[config.mk]
export PLATFORM = sky130hd
export DESIGN_NAME = xsa_lane
export DESIGN_NICKNAME = d
export VERILOG_FILES = /design/src/xsa_pkg.sv /design/src/xsa_lane.sv
export SDC_FILE = /design/constraint.sdc
export NUM_CORES = 2
export LEC_CHECK = 0
export ABC_CLOCK_PERIOD_IN_PS = 24700
export BUFFER_PORTS_ARGS = -buffer_cell sky130_fd_sc_hd__clkbuf_2
export CORE_ASPECT_RATIO = 1.2
export CORE_MARGIN = 2
export CORE_UTILIZATION = 32
export DETAILED_ROUTE_END_ITERATION = 8
export GPL_TIMING_DRIVEN = 0
export PLACE_DENSITY_LB_ADDON = 0.05
export SLEW_MARGIN = 5
export SYNTH_ARGS = -nofsm -noshare
export SYNTH_HDL_FRONTEND = slang
export SYNTH_SLANG_ARGS = --single-unit
[constraint.sdc]
create_clock -name clock -period 24.7 [get_ports clock]
set_clock_uncertainty 0.15 [all_clocks]
set_input_delay 1.235 -clock clock [delete_from_list [all_inputs] [get_ports clock]]
set_output_delay 1.235 -clock clock [all_outputs]
set_load 0.02 [all_outputs]
[src/xsa_pkg.sv]
package xsa_pkg;

   localparam int LANES            = 8;
   localparam int WORD_W           = 64;
   localparam int HALF_W           = 32;
   localparam int MODE_W           = 2;
   localparam int IDX_W            = 5;
   localparam int SECRET_BYTES_DEF = 192;
   localparam int STRIPE_BYTES     = 64;
   localparam int WORD_BYTES       = 8;
   localparam int LASTACC_START    = 7;
   localparam int TAIL_BYTES       = STRIPE_BYTES + LASTACC_START;
   localparam int SHIFT_MIX        = 47;

   localparam logic [MODE_W-1:0] MODE_LOAD   = 2'd0;
   localparam logic [MODE_W-1:0] MODE_STRIPE = 2'd1;
   localparam logic [MODE_W-1:0] MODE_FINAL  = 2'd2;

   localparam logic [HALF_W-1:0] PRIME32_1 = 32'h9E37_79B1;

   typedef logic [WORD_W-1:0] word_type;

   localparam word_type ACC_INIT [LANES] = '{
      64'h0000_0000_C2B2_AE3D,
      64'h9E37_79B1_85EB_CA87,
      64'hC2B2_AE3D_27D4_EB4F,
      64'h1656_67B1_9E37_79F9,
      64'h85EB_CA77_C2B2_AE63,
      64'h0000_0000_85EB_CA77,
      64'h27D4_EB2F_1656_67C5,
      64'h0000_0000_9E37_79B1
   };

   typedef struct packed {
      logic valid;
      logic final_item;
      logic scramble;
   } ctl_type;

endpackage

[src/xsa_lane.sv]
module xsa_lane #(
   parameter int SECRET_BYTES = xsa_pkg::SECRET_BYTES_DEF
) (
   input  logic                       clock,
   input  logic                       adv,
   input  logic                       wr_en,
   input  logic [xsa_pkg::IDX_W-1:0]  wr_addr,
   input  xsa_pkg::word_type          wr_data,
   input  logic [xsa_pkg::IDX_W-1:0]  rd_addr,
   input  logic                       final_sel,
   input  xsa_pkg::word_type          data_own,
   input  xsa_pkg::word_type          data_mate,
   input  xsa_pkg::word_type          final_secret,
   output xsa_pkg::word_type          inc
);

   localparam int NWORDS = SECRET_BYTES / xsa_pkg::WORD_BYTES;
   localparam int AW     = $clog2(NWORDS);
   localparam int HW     = xsa_pkg::HALF_W;
   localparam int WW     = xsa_pkg::WORD_W;

   xsa_pkg::word_type mem [NWORDS];
   xsa_pkg::word_type sec_ff;
   xsa_pkg::word_type own_ff;
   xsa_pkg::word_type mate_ff;
   xsa_pkg::word_type mate_b_ff;
   xsa_pkg::word_type prod_ff;
   xsa_pkg::word_type inc_ff;
   xsa_pkg::word_type key;

   // full copy of the secret per lane, one read port each
   always_ff @(posedge clock) begin
      if (wr_en) begin
         mem[wr_addr[AW-1:0]] <= wr_data;
      end
   end

   always_ff @(posedge clock) begin
      if (adv) begin
         sec_ff  <= mem[rd_addr[AW-1:0]];
         own_ff  <= data_own;
         mate_ff <= data_mate;
      end
   end

   assign key = own_ff ^ (final_sel ? final_secret : sec_ff);

   always_ff @(posedge clock) begin
      if (adv) begin
         prod_ff   <= WW'(key[HW-1:0]) * WW'(key[WW-1:HW]);
         mate_b_ff <= mate_ff;
         inc_ff    <= prod_ff + mate_b_ff;
      end
   end

   assign inc = inc_ff;

endmodule

# Yosys cells after proc, flatten, opt, wreduce, memory -nomap -nowiden

Memories as Yosys holds them, arrays and structs flattened. A register that Yosys moved wholly into a read port is not among the register bits.
Index checks and enable logic that the tools add are counted.

Output and inout port bits: 64
Logic and storage cells: 12
Memories kept: 1
Memory bits (writable): 1536
Register bits: 320
Bits of input ports: 270

Bitwise logic cells: 1
Multiplexer cells: 3
Add/sub/neg operators: 1
Multipliers: 1

Memories:

| memory | words | width | rd ports | clocked after memory_dff | write ports | RTL line       | source |
|---|---|---|---|---|---|---|---|
| mem    | 24    | 64    | 1        | 1                        | 1           | xsa_lane.sv:22 | `xsa_pkg::word_type mem [NWORDS];` |

Operators with widths:

| kind                         | count |
|---|---|
| adder 64 bit                 | 1 |
| multiplier 32 x 32 -> 64 bit | 1 |
| two-way mux 64 bit           | 1 |
| XOR 64 bit                   | 1 |
| two-way mux 1 bit            | 2 |

# Depth between registers and ports, before layout

Word-level depth: 3
Depth in mapped cells: 33
Mapped depth without buffers: 29

# Worst setup path before layout

Ideal clock, no wire load.

Kind: input to register
Start point: input port final_sel
End point: register prod_ff[59] (data pin)
Slack: 14825 ps
Data arrival time: 9470 ps
Path buffers: 4
Stages on the path: 29
Path through: clkbuf_1 > buf_1 > mux2i_1 > xor2_1 > clkbuf_1 > nor2_1 > fa_1 > inv_1 > fa_1 > fa_1 > fa_1 > inv_1 > fa_1 > inv_1 > fa_1 > inv_1 > fa_1 > fa_1 > ha_1 > buf_2 > nand4_1 > nor4_1 > o211ai_1 > a21oi_2 > o41ai_2 > o41a_4 > o31ai_4 > nand4_1 > and3_1

Cells in the longest elaborated chain, start to end: 3

RTL lines:

| element                      | RTL line       | source |
|---|---|---|
| start: declaration           | xsa_lane.sv:10 | `input logic final_sel,` |
| two-way mux 64 bit           | xsa_lane.sv:46 | `assign key = own_ff ^ (final_sel ? final_secret : sec_ff);` |
| XOR 64 bit                   | xsa_lane.sv:46 |  |
| multiplier 32 x 32 -> 64 bit | xsa_lane.sv:50 | `prod_ff <= WW'(key[HW-1:0]) * WW'(key[WW-1:HW]);` |
| end signal: assignment       | xsa_lane.sv:50 |  |
| end: declaration             | xsa_lane.sv:27 | `xsa_pkg::word_type prod_ff;` |

No other way between the ends.
A chain may end at the register's enable or synchronous reset.

# Final worst setup path

Start point: input port final_sel
End point: register prod_ff[62] (data pin)

The elaborated chain is that of the path after synthesis.

==> metrics.yaml <==
detailed_routing:
  drc: 0
  wire_per_inst_um: 31.9
  ant_nets: 0
  num_vias: 62600
  vias_per_cell: 4.99
  dr.pass1.iters: 5
  first_iter_violations: 4345
  wirelength_um: 399000
yosys:
  synth_warnings: 0
  syn_nets: 8698
  netlist_area_mm2: 0.107
  synthCells: 7205
  synth_flop_cell: "edfxtp_1"
  synth-edff-count: 1920
  synth-seq-area-share_pct: 53.8
  ys_async_sr_fraction_pct: 0
  ys_types: 74
  postSynthAreaPerCell_um2: 14.9
  ys_seq_elements: 1920
clock_network:
  ctsRootBufferMaster: "clkbuf_16"
  clk_path_buf_depth: 4
  cts_tree: "yes"
  hold_buffers: 0
  cts_sinks: 1920
  cts.reportedPaths.clkPinSlew_ps: 60
  cts_resized: 0
  htreeDepth: 4
  clock_latency_ps: 920
  cts_made_buffers: 212
  post_cts_buffers: 0
final_layout:
  nFillCells: 31900
  syn2layout_area_growth_pct: 16.6
  final_nets: 9395
  drive_gt1_share_pct: 17.4
hold_path:
  holdPathEnd: "mate_b_ff[55]$_DFFE_PP_"
  worstHoldStart: "mate_ff[55]$_DFFE_PP_"
  hold_path_class: "flop to flop"
  whs_path_depth: 0
global_routing:
  antenna_found_initial: 43
  grt_pass1_vias: 67900
  track_usage_pct: 23.4
  grt_max_degree: 103
  grt_pass1_wl_um: 548000
  grt.overflow.total: 0
setup_path:
  required_ps: 25220
  r2r_setup_slack_ps: 12870
  critical_path.max_fanout: 10
  reg2reg_depth: 23
  startpoint_type: "primary input"
  r2r-start: "sec_ff[51]$_DFFE_PP_"
  critPathKind: "primary input to flop"
  r2r_end: "prod_ff[62]$_DFFE_PP_"
  worstPathArrival_ps: 14140
  endpoint_kind: "flop"
sta:
  drv_slew: 0
  worst_pin_slew_ps: 1430
  setup_viol: 0
  clock.fmax_ghz: 0.0734
  rsz0062_at_grt: "no"
  finalHoldViolations: 0
  finalCritPeriodShare_pct: 55.1
  fin_ws_ps: 11080
  slew_headroom_pct: 4.15
  period_needed_ps: 13620
  final.setup.tns_ps: 0
place:
  place_congestion: 0.963
  pre_cts_slack_ps: 10080
  io_buffer_count: 327
  dp_hpwl_um: 313000
die:
  die_area_mm2: 0.340
  rows: 232
  ios: 334
  start_util_pct: 32.2
  core_area_mm2: 0.333
  die_w_um: 532
  die_height_um: 638
job:
  drv_cap: 0
outcome:
  outcome: "finished clean"
==> per-layer routing <==
layer	part of all wire, %	wire [um]	up-vias	track usage, %
li1	-	-	26600	-
met1	37	147000	33700	26.3
met5	0.050	201	-	0
met4	6.1	24500	32	12.1
met3	4.1	16500	638	3.30
met2	53	211000	1608	42.9
==> flip-flops by register name (all words and copies together) (netlist names) <==
name       flops
sec_ff        64
inc           64
own_ff        64
mate_b_ff     64
prod_ff       64
mem         1536
mate_ff       64
==> metrics by stage <==
| stage | area, um^2 | instances | utilization, % | hold WS [ps] |
|---|---|---|---|---|
| 5_1_grt | 125000 | 12500 | 37.5 | 265 |
| 4_1_cts | 125000 | 12500 | 37.5 | 230 |
| 6_report | 125000 | 12500 | 37.5 | 255 |
| 3_3_place_gp | 114000 | 12000 | 34.3 | 250 |
| 3_5_place_dp | 118000 | 12100 | 35.5 | 255 |
| 2_1_floorplan | 107000 | 7205 | - | 250 |
==> synthesized netlist by cell type, drive strengths merged (3+ instances only) <==
cell	number	share of area (%)
nand3b	6	0.042
nor3b	4	0.028
a31oi	18	0.11
nor2b	9	0.053
or2	5	0.029
and4	3	0.025
xnor2	139	1.1
nor4	6	0.041
buf	68	0.28
nand4	38	0.23
fa	897	17
a21o	76	0.53
inv	929	3.3
nand2b	10	0.058
o21a	11	0.077
clkbuf	260	0.91
and2	10	0.058
ha	326	3.8
o41ai	3	0.049
edfxtp	1920	54
nand2	509	1.8
mux2i	128	1.2
o311ai	3	0.025
o31ai	9	0.076
o21bai	32	0.23
a21oi	207	0.97
a221oi	9	0.074
xor2	105	0.86
nor3	26	0.12
nor2	789	2.8
a211oi	20	0.15
nand3	34	0.16
and3	14	0.082
o211ai	9	0.063
mux4	448	9.4
o21ai	83	0.39
or3	8	0.047
==> cells by family after synthesis <==
| family | Yosys count | share of synthesized area [%] |
|---|---|---|
| DFF | 1920 | 53.8 |
| muxes | 577 | 10.6 |
| AOI/OAI and AO/OA | 507 | 2.99 |
| xor gates and xnor gates | 244 | 1.99 |
| adders and majority gates | 1223 | 20.6 |
| and+or+nand+nor | 1477 | 5.57 |
| buffers and inverters | 1257 | 4.45 |
==> worst max-delay path: stages <==
cell	delay (ps)
clkbuf_1	890
buf_1	1040
mux2i_1	600
xnor2_1	1180
clkbuf_1	830
nand2_1	190
fa_1	560
fa_1	540
fa_1	520
fa_1	510
inv_1	60
fa_1	560
fa_1	430
fa_1	640
fa_1	560
ha_1	500
and3_1	300
nand2_1	90
or3_1	430
a2111oi_1	990
o31ai_1	470
a21oi_1	390
mux2_2	380
a211oi_1	190
==> layout make-up <==
type / instances / area (um^2) / area share, %
Sequential cell: 1920 / 57700 / 46.2
Multi-Input combinational cell: 4028 / 45500 / 36.4
Tap cell: 4446 / 5560 / 4.45
Clock buffer: 254 / 5510 / 4.41
Timing Repair Buffer: 483 / 4590 / 3.68
Inverter: 929 / 3490 / 2.79
Clock inverter: 135 / 1330 / 1.07
Buffer: 328 / 1310 / 1.04
Antenna cell: 8 / 20.0 / 0.0160
==> cell usage in the layout, fill, tap and decap left out, types with 34 or more instances in the layout <==
master     netlist  routed
xor2_2           0      38
xor2_1         105      67
xnor2_1        139     106
clkbuf_16        0     215
a21o_1          76      76
ha_1           326     326
nand2_1        509     509
mux2i_1        128     124
o21ai_0         82      82
clkinv_1         0      56
edfxtp_1      1920    1920
mux4_2         448     448
clkbuf_1       258     285
buf_12           0      62
fa_1           897     897
inv_1          929     929
a21oi_1        205     204
nor2_1         789     765
clkinv_2         0      35
buf_8            0      36
buf_2           39      42
nand3_1         34      34
clkbuf_2         2     343
nand4_1         37      37
==> worst max-delay path by stage <==
stage               startpoint                     to  depth (start not counted)
global placement     final_sel  prod_ff[62]$_DFFE_PP_                         29
CTS                  final_sel  prod_ff[62]$_DFFE_PP_                         24
detailed placement   final_sel  prod_ff[62]$_DFFE_PP_                         24
global route         final_sel  prod_ff[62]$_DFFE_PP_                         24
finish               final_sel  prod_ff[62]$_DFFE_PP_                         24
floorplan            final_sel  prod_ff[59]$_DFFE_PP_                         29
Power is left out: the tool's default activity adds up to more than one toggle a clock period on the data nets, which glitch-free logic cannot reach.
